--- src/rtl/core/tae_pkg.sv ---
// ============================================================================
// tae_pkg: shared types and constants of the Thumb-to-ARM expander
// Format codes, handler classes, pipeline stage records and the table of
// fixed bits for register-offset loads and stores.
// ============================================================================
package tae_pkg;

    // Condition field of every expanded ARM word that is not a branch, and the default branch
    // condition for words that are not conditional branches.
    localparam logic [3:0]  COND_AL    = 4'hE;
    // Permanently undefined ARM encoding.
    localparam logic [31:0] UNDEF_WORD = 32'hE7F0_00F0;

    // Handler classes.
    localparam logic [3:0] K_DP_REG     = 4'd0;
    localparam logic [3:0] K_DP_IMM     = 4'd1;
    localparam logic [3:0] K_MUL        = 4'd2;
    localparam logic [3:0] K_BX         = 4'd3;
    localparam logic [3:0] K_LDST_IMM   = 4'd4;
    localparam logic [3:0] K_LDST_REG   = 4'd5;
    localparam logic [3:0] K_HALF_REG   = 4'd6;
    localparam logic [3:0] K_SIGNED_REG = 4'd7;
    localparam logic [3:0] K_HALF_IMM   = 4'd8;
    localparam logic [3:0] K_MULTIPLE   = 4'd9;
    localparam logic [3:0] K_SWI        = 4'd10;
    localparam logic [3:0] K_UNDEF      = 4'd11;
    localparam logic [3:0] K_BCOND      = 4'd12;
    localparam logic [3:0] K_B          = 4'd13;
    localparam logic [3:0] K_BL_PREFIX  = 4'd14;
    localparam logic [3:0] K_BL_SUFFIX  = 4'd15;

    // Register ALU opcodes (Thumb format 4) that need their own expansion.
    localparam logic [3:0] ALU_LSL = 4'd2;
    localparam logic [3:0] ALU_LSR = 4'd3;
    localparam logic [3:0] ALU_ASR = 4'd4;
    localparam logic [3:0] ALU_ROR = 4'd7;
    localparam logic [3:0] ALU_TST = 4'd8;
    localparam logic [3:0] ALU_NEG = 4'd9;
    localparam logic [3:0] ALU_CMP = 4'd10;
    localparam logic [3:0] ALU_CMN = 4'd11;
    localparam logic [3:0] ALU_MUL = 4'd13;
    localparam logic [3:0] ALU_MVN = 4'd15;

    // Hi-register operation codes.
    localparam logic [1:0] HI_ADD = 2'd0;
    localparam logic [1:0] HI_CMP = 2'd1;
    localparam logic [1:0] HI_MOV = 2'd2;
    localparam logic [1:0] HI_BX  = 2'd3;

    // Instruction formats found by the first stage.
    typedef enum logic [4:0] {
        F_SHIFT,
        F_ADDSUB,
        F_IMM8,
        F_ALU,
        F_HI,
        F_LIT,
        F_LDST_REG,
        F_LDST_IMM,
        F_HALF,
        F_SP_LDST,
        F_ADDR,
        F_SP_ADJ,
        F_PUSHPOP,
        F_LDM,
        F_SWI,
        F_BCOND,
        F_B,
        F_BL_HI,
        F_BL_LO,
        F_UNDEF
    } t_fmt;

    // Record after format decode.
    typedef struct packed {
        logic [15:0] half;
        t_fmt        fmt;
    } t_dec;

    // Record after word expansion.
    typedef struct packed {
        logic [15:0] half;
        t_fmt        fmt;
        logic [31:0] word;
        logic [3:0]  kind;
        logic        unp;
    } t_exp;

    // Opcode byte (bits 27:20) and bits 7:4 of a register-offset load or store.
    function automatic logic [11:0] ldst_reg_fix(input logic [2:0] opc);
        logic [11:0] fix;
        unique case (opc)
            3'd0: fix = {8'h78, 4'h0};
            3'd1: fix = {8'h18, 4'hB};
            3'd2: fix = {8'h7C, 4'h0};
            3'd3: fix = {8'h19, 4'hD};
            3'd4: fix = {8'h79, 4'h0};
            3'd5: fix = {8'h19, 4'hB};
            3'd6: fix = {8'h7D, 4'h0};
            default: fix = {8'h19, 4'hF};
        endcase
        return fix;
    endfunction

endpackage

--- src/rtl/core/tae_expand.sv ---
// ============================================================================
// tae_expand: ARM word builder
// Builds the 32-bit ARM word, the handler class and the unpredictable flag
// of one decoded Thumb instruction.
// ============================================================================
module tae_expand
    import tae_pkg::*;
(
    input  t_dec  i_dec,
    output t_exp  o_exp
);

    logic [15:0] h;
    logic [3:0]  r0, r3, r6, r8, rm, rdn;
    logic [4:0]  imm5;
    logic [7:0]  imm8;
    logic [3:0]  opc_as;
    logic [3:0]  alu_op;
    logic [1:0]  hi_op;
    logic [11:0] fix;
    logic [31:0] w;
    logic [3:0]  kind;
    logic        unp;

    assign h      = i_dec.half;
    assign r0     = {1'b0, h[2:0]};
    assign r3     = {1'b0, h[5:3]};
    assign r6     = {1'b0, h[8:6]};
    assign r8     = {1'b0, h[10:8]};
    assign rm     = h[6:3];
    assign rdn    = {h[7], h[2:0]};
    assign imm5   = h[10:6];
    assign imm8   = h[7:0];
    assign opc_as = h[9] ? 4'd2 : 4'd4;
    assign alu_op = h[9:6];
    assign hi_op  = h[9:8];
    assign fix    = ldst_reg_fix(h[11:9]);

    always_comb begin
        w    = '0;
        kind = K_UNDEF;
        unp  = 1'b0;
        unique case (i_dec.fmt)
            F_SHIFT: begin
                w    = {COND_AL, 8'h1B, 4'h0, r0, imm5, h[12:11], 1'b0, r3};
                kind = K_DP_REG;
            end
            F_ADDSUB: begin
                w    = {COND_AL, 2'b00, h[10], opc_as, 1'b1, r3, r0, 8'h00, r6};
                kind = h[10] ? K_DP_IMM : K_DP_REG;
            end
            F_IMM8: begin
                kind = K_DP_IMM;
                unique case (h[12:11])
                    2'd0: w = {COND_AL, 8'h3B, 4'h0, r8, 4'h0, imm8};
                    2'd1: w = {COND_AL, 8'h35, r8, 4'h0, 4'h0, imm8};
                    2'd2: w = {COND_AL, 8'h29, r8, r8, 4'h0, imm8};
                    default: w = {COND_AL, 8'h25, r8, r8, 4'h0, imm8};
                endcase
            end
            F_ALU: begin
                kind = K_DP_REG;
                unique case (alu_op)
                    ALU_MUL: begin
                        w    = {COND_AL, 8'h01, r0, 4'h0, r0, 4'h9, r3};
                        kind = K_MUL;
                    end
                    ALU_NEG: begin
                        w    = {COND_AL, 8'h27, r3, r0, 12'h000};
                        kind = K_DP_IMM;
                    end
                    ALU_LSL, ALU_LSR, ALU_ASR, ALU_ROR: begin
                        // Shift by register: MOV Rd, Rd, <shift> Rs.
                        w = {COND_AL, 8'h1B, 4'h0, r0, r3, 1'b0,
                             (alu_op == ALU_ROR) ? 2'd3 : (alu_op[1:0] - 2'd2), 1'b1, r0};
                    end
                    ALU_TST, ALU_CMP, ALU_CMN, ALU_MVN: begin
                        if (alu_op == ALU_MVN) begin
                            w = {COND_AL, 3'b000, alu_op, 1'b1, 4'h0, r0, 8'h00, r3};
                        end else begin
                            w = {COND_AL, 3'b000, alu_op, 1'b1, r0, 4'h0, 8'h00, r3};
                        end
                    end
                    default: begin
                        // AND, EOR, ADC, SBC, ORR, BIC keep their opcode number.
                        w = {COND_AL, 3'b000, alu_op, 1'b1, r0, r0, 8'h00, r3};
                    end
                endcase
            end
            F_HI: begin
                unique case (hi_op)
                    HI_BX: begin
                        w    = {COND_AL, 8'h12, 12'hFFF, 4'h1, rm};
                        kind = K_BX;
                        unp  = h[7] | (h[2:0] != 3'd0);
                    end
                    HI_ADD: begin
                        w    = {COND_AL, 8'h08, rdn, rdn, 8'h00, rm};
                        kind = K_DP_REG;
                        unp  = ~h[6] & ~h[7];
                    end
                    HI_CMP: begin
                        w    = {COND_AL, 8'h15, rdn, 4'h0, 8'h00, rm};
                        kind = K_DP_REG;
                        unp  = ~h[6] & ~h[7];
                    end
                    default: begin
                        w    = {COND_AL, 8'h1A, 4'h0, rdn, 8'h00, rm};
                        kind = K_DP_REG;
                        unp  = ~h[6] & ~h[7];
                    end
                endcase
            end
            F_LIT: begin
                w    = {COND_AL, 8'h59, 4'hF, r8, 2'b00, imm8, 2'b00};
                kind = K_LDST_IMM;
            end
            F_LDST_REG: begin
                w = {COND_AL, fix[11:4], r3, r0, 4'h0, fix[3:0], r6};
                if (h[10:9] == 2'd1) begin
                    kind = K_HALF_REG;
                end else if (h[10:9] == 2'd3) begin
                    kind = K_SIGNED_REG;
                end else begin
                    kind = K_LDST_REG;
                end
            end
            F_LDST_IMM: begin
                w = {COND_AL, 5'b01011, h[12], 1'b0, h[11], r3, r0,
                     h[12] ? {7'd0, imm5} : {5'd0, imm5, 2'b00}};
                kind = K_LDST_IMM;
            end
            F_HALF: begin
                w = {COND_AL, 7'b0001110, h[11], r3, r0, 2'b00, imm5[4:3], 4'hB,
                     imm5[2:0], 1'b0};
                kind = K_HALF_IMM;
            end
            F_SP_LDST: begin
                w    = {COND_AL, 7'b0101100, h[11], 4'hD, r8, 2'b00, imm8, 2'b00};
                kind = K_LDST_IMM;
            end
            F_ADDR: begin
                w    = {COND_AL, 8'h28, h[11] ? 4'hD : 4'hF, r8, 4'hF, imm8};
                kind = K_DP_IMM;
            end
            F_SP_ADJ: begin
                w    = {COND_AL, 8'h20 | {3'b000, h[7] ? 4'd2 : 4'd4, 1'b0}, 4'hD, 4'hD,
                        4'hF, 1'b0, h[6:0]};
                kind = K_DP_IMM;
            end
            F_PUSHPOP: begin
                if (h[11]) begin
                    w = {COND_AL, 8'h8B, 4'hD, h[8], 7'd0, imm8};
                end else begin
                    w = {COND_AL, 8'h92, 4'hD, 1'b0, h[8], 6'd0, imm8};
                end
                kind = K_MULTIPLE;
            end
            F_LDM: begin
                w    = {COND_AL, 7'b1000101, h[11], r8, 8'h00, imm8};
                kind = K_MULTIPLE;
            end
            F_SWI: begin
                w    = {COND_AL, 8'hF0, 12'h000, imm8};
                kind = K_SWI;
            end
            F_BCOND:  kind = K_BCOND;
            F_B:      kind = K_B;
            F_BL_HI:  kind = K_BL_PREFIX;
            F_BL_LO:  kind = K_BL_SUFFIX;
            default: begin
                w    = UNDEF_WORD;
                kind = K_UNDEF;
                unp  = 1'b1;
            end
        endcase
    end

    assign o_exp.half = i_dec.half;
    assign o_exp.fmt  = i_dec.fmt;
    assign o_exp.word = w;
    assign o_exp.kind = kind;
    assign o_exp.unp  = unp;

endmodule

--- src/rtl/core/thumb_to_arm_instruction_expander_top.sv ---
// ============================================================================
// thumb_to_arm_instruction_expander_top: ARMv4T Thumb instruction expander
// Three-stage pipeline that turns one 16-bit Thumb instruction into its
// 32-bit ARM equivalent plus handler class and branch information.
// ============================================================================
// Each input word carries one Thumb halfword; each output word carries the
// expanded ARM instruction (condition always), the handler class, and for the
// branch classes the scaled signed offset and condition. Branch classes give
// an ARM word of zero, and undefined encodings give the permanently undefined
// ARM word with the unpredictable flag set. The block takes one instruction
// per clock while the output side is not stalled, and each result passes
// through the three registered stages in order: stage one classifies the format, stage two
// builds the ARM word, stage three forms the branch fields and holds the
// result for the output port. Every stage holds its own valid bit and advances
// whenever the stage after it is empty or moving, so a stall on the output
// side backs up without loss and the full rate resumes as soon as the output
// is taken again.
module thumb_to_arm_instruction_expander_top
    import tae_pkg::*;
(
    input  logic        i_clk,
    input  logic        i_rst_n,
    // Input stream.
    input  logic        i_s_tvalid,
    output logic        o_s_tready,
    input  logic [15:0] i_s_tdata,   // [15:0] thumb_halfword
    // Output stream.
    output logic        o_m_tvalid,
    input  logic        i_m_tready,
    // [31:0] arm_word, [35:32] handler_kind, [58:36] branch_offset,
    // [62:59] branch_cond, [63] unpredictable
    output logic [63:0] o_m_tdata
);

    // Stage valid bits and handshake chain. A stage may load when it is empty
    // or when the stage after it is also advancing.
    logic r_v1, r_v2, r_v3;
    logic n_v1, n_v2, n_v3;
    logic rdy1, rdy2, rdy3;

    assign rdy3       = ~r_v3 | i_m_tready;
    assign rdy2       = ~r_v2 | rdy3;
    assign rdy1       = ~r_v1 | rdy2;
    assign o_s_tready = rdy1;

    assign n_v1 = rdy1 ? i_s_tvalid : r_v1;
    assign n_v2 = rdy2 ? r_v1       : r_v2;
    assign n_v3 = rdy3 ? r_v2       : r_v3;

    always_ff @(posedge i_clk) begin
        if (!i_rst_n) begin
            r_v1 <= 1'b0;
            r_v2 <= 1'b0;
            r_v3 <= 1'b0;
        end else begin
            r_v1 <= n_v1;
            r_v2 <= n_v2;
            r_v3 <= n_v3;
        end
    end

    // ------------------------------------------------------------------
    // Stage one: format decode from the top bits of the halfword.
    // ------------------------------------------------------------------
    logic [15:0] in_half;
    t_fmt        dec_fmt;
    t_dec        r_dec, n_dec;

    assign in_half = i_s_tdata;

    always_comb begin
        dec_fmt = F_UNDEF;
        unique case (in_half[15:11])
            5'd0, 5'd1, 5'd2:       dec_fmt = F_SHIFT;
            5'd3:                   dec_fmt = F_ADDSUB;
            5'd4, 5'd5, 5'd6, 5'd7: dec_fmt = F_IMM8;
            5'd8:                   dec_fmt = in_half[10] ? F_HI : F_ALU;
            5'd9:                   dec_fmt = F_LIT;
            5'd10, 5'd11:           dec_fmt = F_LDST_REG;
            5'd12, 5'd13, 5'd14, 5'd15: dec_fmt = F_LDST_IMM;
            5'd16, 5'd17:           dec_fmt = F_HALF;
            5'd18, 5'd19:           dec_fmt = F_SP_LDST;
            5'd20, 5'd21:           dec_fmt = F_ADDR;
            5'd22, 5'd23: begin
                // Only SP adjust and push/pop are defined in the miscellaneous space.
                if (in_half[11:8] == 4'd0) begin
                    dec_fmt = F_SP_ADJ;
                end else if (in_half[10:9] == 2'b10) begin
                    dec_fmt = F_PUSHPOP;
                end else begin
                    dec_fmt = F_UNDEF;
                end
            end
            5'd24, 5'd25:           dec_fmt = F_LDM;
            5'd26, 5'd27: begin
                if (in_half[11:8] == 4'hF) begin
                    dec_fmt = F_SWI;
                end else if (in_half[11:8] == 4'hE) begin
                    dec_fmt = F_UNDEF;
                end else begin
                    dec_fmt = F_BCOND;
                end
            end
            5'd28:                  dec_fmt = F_B;
            5'd30:                  dec_fmt = F_BL_HI;
            5'd31:                  dec_fmt = F_BL_LO;
            default:                dec_fmt = F_UNDEF;
        endcase
    end

    assign n_dec = '{half: in_half, fmt: dec_fmt};

    always_ff @(posedge i_clk) begin
        if (rdy1) begin
            r_dec <= n_dec;
        end
    end

    // ------------------------------------------------------------------
    // Stage two: ARM word, handler class and unpredictable flag.
    // ------------------------------------------------------------------
    t_exp r_exp, n_exp;

    tae_expand u_expand (
        .i_dec (r_dec),
        .o_exp (n_exp)
    );

    always_ff @(posedge i_clk) begin
        if (rdy2) begin
            r_exp <= n_exp;
        end
    end

    // ------------------------------------------------------------------
    // Stage three: branch offset and condition, then the output register.
    // ------------------------------------------------------------------
    logic [15:0] bh;
    logic [22:0] br_off;
    logic [3:0]  br_cond;
    logic [63:0] r_out, n_out;

    assign bh = r_exp.half;

    always_comb begin
        br_off  = '0;
        br_cond = COND_AL;
        unique case (r_exp.fmt)
            F_BCOND: begin
                br_off  = {{14{bh[7]}}, bh[7:0], 1'b0};
                br_cond = bh[11:8];
            end
            F_B:     br_off = {{11{bh[10]}}, bh[10:0], 1'b0};
            F_BL_HI: br_off = {bh[10:0], 12'h000};
            F_BL_LO: br_off = {11'd0, bh[10:0], 1'b0};
            default: br_off = '0;
        endcase
    end

    assign n_out = {r_exp.unp, br_cond, br_off, r_exp.kind, r_exp.word};

    always_ff @(posedge i_clk) begin
        if (rdy3) begin
            r_out <= n_out;
        end
    end

    assign o_m_tvalid = r_v3;
    assign o_m_tdata  = r_out;

endmodule
--- config.mk ---
export PLATFORM = sky130hd
export DESIGN_NAME = thumb_to_arm_instruction_expander_top
export DESIGN_NICKNAME = d
export VERILOG_FILES = /design/src/rtl/core/tae_pkg.sv /design/src/rtl/core/tae_expand.sv /design/src/rtl/core/thumb_to_arm_instruction_expander_top.sv
export SDC_FILE = /design/constraint.sdc
export NUM_CORES = 1
export LEC_CHECK = 0
export ABC_AREA = 1
export BUFFER_PORTS_ARGS = -buffer_cell sky130_fd_sc_hd__clkbuf_2
export CAP_MARGIN = 20
export CORE_ASPECT_RATIO = 0.7
export CORE_MARGIN = 1.5
export CORE_UTILIZATION = 55
export CTS_BUF_LIST = sky130_fd_sc_hd__clkbuf_8
export DETAILED_ROUTE_END_ITERATION = 8
export GPL_ROUTABILITY_DRIVEN = 0
export PLACE_DENSITY_LB_ADDON = 0.3
export SLEW_MARGIN = 30
export SYNTH_ARGS = -nofsm -noshare
export SYNTH_HDL_FRONTEND = slang
export SYNTH_HIERARCHICAL = 1
export SYNTH_SLANG_ARGS = --single-unit
--- constraint.sdc ---
create_clock -name i_clk -period 15.2 [get_ports i_clk]
set_input_delay 4.56 -clock i_clk [delete_from_list [all_inputs] [get_ports i_clk]]
set_output_delay 4.56 -clock i_clk [all_outputs]
set_load 0.03 [all_outputs]
==> results of run 1 <==
## power groups by stage
stage	Combinational, mW	Sequential, mW	Clock [mW]
3_5_place_dp	0.170	0.519	0
3_3_place_gp	0.168	0.515	0
6_report	0.175	0.510	0.297
5_1_grt	0.187	0.516	0.318
4_1_cts	0.171	0.510	0.303
2_1_floorplan	0.0795	0.561	0
## how the worst max path moves through the flow
stage / endpoint / slack, ns / cells past startpoint
detailed placement: o_s_tready / 4.11 / 7
floorplan: o_s_tready / 3.80 / 4
finish: o_s_tready / 4.21 / 7
global route: o_s_tready / 3.96 / 7
CTS: o_s_tready / 4.11 / 7
global placement: o_s_tready / 4.22 / 7
## layout by cell type, fill, tap and decap left out, drive strengths merged
master / n
conb: 2
a211oi: 1
nor2: 73
a21oi: 23
bufinv: 2
nand2: 154
clkinv: 7
a31oi: 2
dfxtp: 3
buf: 2
or2: 1
nand3b: 4
nor3: 9
o311ai: 1
edfxtp: 135
o211ai: 17
clkinvlp: 2
a21boi: 1
inv: 82
and2: 1
nand3: 64
o21a: 1
o21ai: 30
a22oi: 1
nand4: 23
clkbuf: 101
o22ai: 2
## registers in the layout, summed over array words and instances (netlist names)
signal,cells
bh,12
n_out,37
o_m_tdata,63
o_m_tvalid,1
r_dec,18
r_exp,5
r_v1,1
r_v2,1
## per-layer routing
metal	up-vias	global-route usage, %	share of wire (%)	wire length, µm
li1	2402	-	-	-
met1	2368	33.8	42	6200
met2	379	34.6	42	6300
met3	63	7.92	13	1950
met4	2	9.50	2.6	393
met5	-	2.78	0.31	46
## stage by stage
step                      total power, mW  setup slack [ns]
after detailed placement            0.689              4.11
after floorplan                     0.641              3.80
after CTS                           0.985              4.11
final                               0.982              4.21
after global routing                 1.02              3.96
after global placement              0.683              4.22
## worst max-delay path, stage by stage
cell	delay [ns]
clkbuf_2	0.07
inv_1	0.04
nand2_2	0.04
buf_4	0.60
nor2_1	0.17
nand2_1	0.62
clkbuf_2	0.33
## cell type report
class                      instances  area (µm²)  share of cell area, %
clock buffer                      17         234                   3.14
timing repair buffer              86         435                   5.84
inverter                          78         293                   3.93
tap                              157         196                   2.64
multi-input combinational        410        2020                   27.0
clock inverter                    15         164                   2.20
sequential                       138        4110                   55.2
==> qor.yml, run 1 <==
postRouteAntennaNets: 0
post_cts_buffers: 0
whs_path_depth: 0
cts_buffers: 17
nNetsFinal: 751
num_vias: 5214
hp-class: "register to register"
endpoint_kind: "primary output"
root_buffer: "clkbuf_8"
grt_max_degree: 66
wl_um: 14900
r2r-start: "r_dec[14]"
path_clk_slew_ns: 0.09
hold_end: "o_m_tdata[10]"
grt_pass1_wl_um: 23200
htree_levels: 4
die-area_um2: 12800
drtIter0Drc: 718
required_ns: 10.64
power_leakage_nw: 3.39
io_pins: 86
postCtsResizedCells: 0
syn_inst: 666
rsz0062_at_grt: "no"
insertion_delay_ns: 0.45
whs_ns: 0.418
via_per_inst: 5.79
firstDrtPassIters: 9
holdBufCountCts: 0
drive_gt1_share_pct: 21.6
relSlewSlack_pct: 44.6
floorplan.initialDensity_pct: 56.9
clock_skew_ns: 0.0183
switching_share_pct: 31.1
yosysWarnings: 6
peakVddDrop_v: 0.0000737
slew_violations: 0
dpl.hpwl_um: 10500
setup.worst_path.start: "i_m_tready"
clockBufferDepth: 2
syn2layout_area_growth_pct: 11.3
grt_overflow: 0
finalSetupViolCount: 0
status: "completed"
clkPwrFrac_pct: 30.3
rows: 33
syn-num-nets: 686
cap_viol_max_count: 0
antenna_found_initial: 0
ff2ff_setup_slack_ns: 12.81
drc_errors: 0
cts_tree: "built"
cp.arrival_ns: 6.43
clkSinkCount: 138
reg2reg_depth: 7
finalHoldViolCount: 0
grt_usage_pct: 24.1
r2r_end: "n_out[16]"
crit_path_start_kind: "primary input"
worstPathMaxFanout: 65
timing.final.crit_share_pct: 72.3
core_um2: 11800
dp.cells: 869
period_minus_slack_ns: 10.99
avgRoutedWirePerCell_um: 16.5
crit_type: "primary input to primary output"
tns_ns: 0
portBuffers: 84
p_comb_share_pct: 17.8
placed_cell_area_um2: 7050
synth_area_um2: 6690
fin_cells: 901
worstMarginPinSlew_ns: 0.831
antenna_cells: 0
final_util_pct: 63.3
min_from: "n_out[10]"
switchingPower_uw: 305
internal_power_uw: 676
syn_avg_cell_area_um2: 10.0
p_seq_share_pct: 51.9
fillCellCount: 966
die_h_um: 95.3
final_cell_area_um2: 7450
grt_pass1_vias: 4624
p_per_area_nw_per_um2: 132
fmax_mhz: 91.0
die_x_um: 135
No activity file was read; power rests on OpenSTA's default activity.
==> run 2: changes to the inputs <==
Settings changed: CORE_UTILIZATION 55 to 54.
Clock period 15.2 ns to 8.9 ns, I/O delays scaled along.
==> run 2 against run 1 <==
  * Power increased by 66%
  * Via count down 1.0%
  * Combinational power grew 70%
  * Routed wire length rose by 0.21%
  * Worst setup slack got worse by 1.5 ns
  * Sequential share of layout area increased by 0.16 points
  * Flip-flop and latch count is the same
  * Count of clock-buffer cells in the layout unchanged
  * Non-clock buffer count is 1 higher
  * Cell area down 0.29%
  * Largest power group unchanged
==> qor.yml, run 2 (same netlist as run 1, synthesis figures left out) <==
placed_cell_area_um2: 7060  # +0.11%
peakVddDrop_v: 0.000111  # +51%
p_seq_share_pct: 53.3  # +1.4 points
period_minus_slack_ns: 6.22
reg2reg_depth: 7  # unchanged
internal_power_mw: 1.10  # +63%
switchingPower_uw: 527  # +73%
drtIter0Drc: 730  # +1.7%
required_ns: 6.23  # -4.41 ns
portBuffers: 84  # unchanged
io_pins: 86  # unchanged
switching_share_pct: 32.3  # +1.2 points
finalSetupViolCount: 0  # unchanged
endpoint: "o_s_tready"
grt_usage_pct: 23.4  # -0.67 points
firstDrtPassIters: 6  # -3
die_h_um: 96.1  # +0.90%
final_cell_area_um2: 7430  # -0.29%
setup.worst_path.start: "i_m_tready"
ff2ff_setup_slack_ns: 6.39  # -6.42 ns
preCtsSetupSlack_ns: 2.66  # -1.45 ns
post_cts_buffers: 0  # unchanged
cp.arrival_ns: 3.55  # -2.88 ns
cap_viol_max_count: 0  # unchanged
relSlewSlack_pct: 43.7  # -0.92 points
p_comb_share_pct: 18.3  # +0.5 points
grt_pass1_vias: 4529  # -2.1%
insertion_delay_ns: 0.44  # about the same
postCtsResizedCells: 0  # unchanged
syn2layout_area_growth_pct: 11.0
grt_overflow: 0  # unchanged
min_from: "n_out[26]"
power.total_mw: 1.63  # +66%
num_vias: 5162  # -1.0%
fmax_mhz: 161
grt_pass1_wl_um: 22700  # -2.4%
setup_ws_ns: 2.68  # -1.53 ns
drive_gt1_share_pct: 21.7  # +0.11 points
postRouteAntennaNets: 0  # unchanged
holdBufCountCts: 0  # unchanged
hp-class: "register to register"
timing.final.crit_share_pct: 69.9
clock_skew_ns: 0.0141  # -0.00418 ns
wl_um: 14900  # +0.21%
grt_max_degree: 65  # -1.5%
die_x_um: 136  # +0.90%
slew_violations: 0  # unchanged
status: "completed"
tns_ns: 0  # unchanged
cts_tree: "built"
drc_errors: 0  # unchanged
worstMarginPinSlew_ns: 0.845  # +0.0137 ns
core_um2: 11900  # +1.1%
die-area_um2: 13100  # +1.8%
clkPwrFrac_pct: 28.4  # -1.9 points
avgRoutedWirePerCell_um: 16.5  # about the same
largest_reg_flops: 63  # unchanged
r2r-start: "r_dec[14]"
floorplan.initialDensity_pct: 56.3  # -0.59 points
htree_levels: 4  # unchanged
root_buffer: "clkbuf_8"
worstPathMaxFanout: 20  # -69%
crit_type: "primary input to primary output"
p_per_area_nw_per_um2: 220  # +67%
clkSinkCount: 138  # unchanged
path_clk_slew_ns: 0.08  # about the same
rows: 33  # unchanged
dpl.hpwl_um: 10700  # +1.5%
mostFrequentLayoutCell: "nand2_1"
power_leakage_nw: 3.38  # -0.30%
whs_ns: 0.422  # +0.00404 ns
rsz0062_at_grt: "no"
nNetsFinal: 752  # +0.13%
final_cell_mix: "150 x nand2_1, 135 x edfxtp_1, 84 x clkbuf_2"
cts_buffers: 17  # unchanged
clockBufferDepth: 2  # unchanged
crit_path_start_kind: "primary input"
antenna_found_initial: 0  # unchanged
endpoint_kind: "primary output"
antenna_cells: 0  # unchanged
via_per_inst: 5.72  # -1.1%
r2r_end: "n_out[16]"
finalHoldViolCount: 0  # unchanged
## run 2: changes by cell type in the layout (fill, tap and decap cells not counted)
cell,delta
inv_8,+3
bufinv_16,-2
clkinv_2,-2
buf_4,+1
clkinv_1,-1
clkinv_4,+1
clkinvlp_4,+1
inv_1,+1
inv_6,-1
## run 2: worst min-delay path by stage
stage | to | slack [ns] | cells after the start
6_report | o_m_tdata[26] | 0.42 | 0
5_1_grt | o_m_tdata[10] | 0.43 | 0
4_1_cts | o_m_tdata[26] | 0.42 | 0
3_5_place_dp | o_m_tdata[10] | 0.40 | 0
3_3_place_gp | o_m_tdata[28] | 0.41 | 0
2_1_floorplan | o_m_tdata[0] | 0.40 | 0
## run 2: layout make-up
| cell class | count | area [µm²] |
|---|---|---|
| timing repair buffer | 87 | 443 |
| inverter | 78 | 293 |
| clock inverter | 15 | 135 |
| clock buffer | 17 | 234 |
| multi-input combinational | 410 | 2020 |
| tap | 157 | 196 |
| fill | 982 | 4460 |
| sequential | 138 | 4110 |
## run 2: per-stage QoR
stage	instances	utilization, %
2_1_floorplan	666	-
3_3_place_gp	870	59.4
3_5_place_dp	870	59.4
4_1_cts	902	62.5
5_1_grt	902	62.5
6_report	902	62.5
## run 2: routing by layer
layer | GRT usage (%) | part of all wire [%]
met3 | 8.79 | 14
met2 | 33.1 | 41
met1 | 31.8 | 42
met4 | 11.5 | 3.6
met5 | 0 | 0
## run 2: power groups by stage
| stage | Sequential [mW] | Combinational (mW) | Clock [mW] |
|---|---|---|---|
| 6_report | 0.869 | 0.298 | 0.464 |
| 5_1_grt | 0.879 | 0.319 | 0.500 |
| 4_1_cts | 0.870 | 0.292 | 0.475 |
| 3_5_place_dp | 0.885 | 0.291 | 0 |
| 3_3_place_gp | 0.880 | 0.287 | 0 |
| 2_1_floorplan | 0.959 | 0.136 | 0 |
## run 2: worst max-delay path, stage by stage
cell and delay, ns:
clkbuf_2 0.08, inv_1 0.05, nand2_2 0.05, nor2_1 0.18, nand2_1 0.08, buf_4 0.22
clkbuf_2 0.21
==> run 3: changes to the inputs <==
Settings changed: CORE_UTILIZATION 54 to 55.
Clock period 8.9 ns to 6.5 ns, I/O delays scaled along.
==> run 3 against run 2 <==
  * Critical path depth is 1 lower
  * Highest routed layer unchanged
  * Via count up 0.66%
  * Largest cell class unchanged
  * Critical endpoint unchanged
  * Routed wire length up 0.11%
==> qor.yml, run 3 (same netlist as run 1, synthesis figures left out) <==
drtIter0Drc: 699  # -4.2%
p_per_area_nw_per_um2: 307  # +40%
crit_path_start_kind: "primary input"
clkPwrFrac_pct: 30.0  # +1.6 points
peakVddDrop_v: 0.000153  # +38%
finalHoldViolCount: 0  # unchanged
min_from: "n_out[16]"
internal_power_mw: 1.58  # +43%
cts_buffers: 17  # unchanged
clkSinkCount: 138  # unchanged
grt_overflow: 0  # unchanged
root_buffer: "clkbuf_8"
hp-class: "register to register"
grt_max_degree: 65  # unchanged
drive_gt1_share_pct: 21.6  # -0.11 points
r2r-start: "r_dec[14]"
die_x_um: 135  # -0.89%
worstMarginPinSlew_ns: 0.884  # +0.0391 ns
worstPathMaxFanout: 20  # unchanged
largest_reg_flops: 63  # unchanged
status: "completed"
period_minus_slack_ns: 5.13
final_cell_mix: "150 x nand2_1, 135 x edfxtp_1, 84 x clkbuf_2"
required_ns: 4.55  # -1.68 ns
final_cell_area_um2: 7450  # +0.29%
htree_levels: 4  # unchanged
antenna_cells: 0  # unchanged
cp.arrival_ns: 3.18  # -0.37 ns
reg2reg_depth: 7  # unchanged
crit_type: "primary input to primary output"
p_seq_share_pct: 52.1  # -1.2 points
firstDrtPassIters: 7  # +1
syn2layout_area_growth_pct: 11.3
clock_skew_ns: 0.00907  # -0.00506 ns
cap_viol_max_count: 0  # unchanged
insertion_delay_ns: 0.43  # about the same
switching_share_pct: 30.9  # -1.5 points
endpoint_kind: "primary output"
setup.worst_path.start: "i_m_tready"
num_vias: 5196  # +0.66%
holdBufCountCts: 0  # unchanged
drc_errors: 0  # unchanged
core_um2: 11800  # -1.0%
die-area_um2: 12800  # -1.8%
path_clk_slew_ns: 0.07  # about the same
postRouteAntennaNets: 0  # unchanged
post_cts_buffers: 0  # unchanged
grt_usage_pct: 24.5  # +1.0 points
rows: 33  # unchanged
placed_cell_area_um2: 7050  # -0.11%
tns_ns: 0  # unchanged
p_comb_share_pct: 17.9  # -0.4 points
power_leakage_nw: 3.39  # +0.32%
die_h_um: 95.3  # -0.89%
grt_pass1_vias: 4638  # +2.4%
rsz0062_at_grt: "no"
nNetsFinal: 751  # -0.13%
postCtsResizedCells: 0  # unchanged
cts_tree: "built"
slew_violations: 0  # unchanged
portBuffers: 84  # unchanged
grt_pass1_wl_um: 23400  # +3.1%
relSlewSlack_pct: 41.1  # -2.6 points
via_per_inst: 5.77  # +0.77%
clockBufferDepth: 2  # unchanged
dpl.hpwl_um: 10600  # -0.81%
avgRoutedWirePerCell_um: 16.6  # +0.23%
wl_um: 14900  # +0.11%
io_pins: 86  # unchanged
antenna_found_initial: 0  # unchanged
finalSetupViolCount: 0  # unchanged
floorplan.initialDensity_pct: 56.9  # +0.59 points
timing.final.crit_share_pct: 79.0
whs_path_depth: 0  # unchanged
switchingPower_uw: 706  # +34%
mostFrequentLayoutCell: "nand2_1"
fmax_mhz: 195
## run 3: final cells by class
class | instances | area [µm²]
flip-flops and latches | 138 | 4110
inverters | 78 | 293
multi-input cells | 410 | 2020
fillers | 975 | 4320
well taps | 157 | 196
repair buffers | 86 | 435
clock inverters | 15 | 164
clock buffers | 17 | 234
## run 3: worst max-delay path, cell delays in order
cell and delay [ns]:
clkbuf_2 0.08, inv_1 0.05, nand2_2 0.05, nor2_1 0.18, nand2_1 0.51, clkbuf_2 0.36
## run 3: path summary, 6_finish.rpt
kind / endpoint / slack (ns)
worst max-delay path: o_s_tready / 1.37
worst min-delay path: o_m_tdata[16] / 0.42
worst max register to register: n_out[17] / 3.93
worst min register to register: o_m_tdata[16] / 0.42
## run 3: through the flow
| step | hold WS [ns] | worst slack (ns) | total power, mW | util, % | std cells |
|---|---|---|---|---|---|
| after floorplan | 0.400 | 0.316 | 1.50 | - | 666 |
| after global placement | 0.404 | 1.43 | 1.60 | 59.9 | 869 |
| after detailed placement | 0.405 | 1.35 | 1.61 | 59.9 | 869 |
| after CTS | 0.422 | 1.36 | 2.30 | 63.3 | 901 |
| after global routing | 0.433 | 1.20 | 2.39 | 63.3 | 901 |
| final | 0.419 | 1.37 | 2.29 | 63.3 | 901 |
## run 3: routing by layer
layer | GRT usage, % | vias up | routed length, µm
li1 | - | 2397 | -
met2 | 34.8 | 385 | 6200
met1 | 33.7 | 2348 | 6330
met3 | 8.98 | 66 | 1930
met5 | 0 | - | 0
met4 | 10.8 | 0 | 474
## run 3: power by group through the flow
stage | clock [mW] | sequential, mW | combinational (mW)
global route | 0.746 | 1.21 | 0.438
finish | 0.687 | 1.19 | 0.409
CTS | 0.706 | 1.19 | 0.401
floorplan | 0 | 1.31 | 0.186
detailed placement | 0 | 1.21 | 0.399
global placement | 0 | 1.20 | 0.393
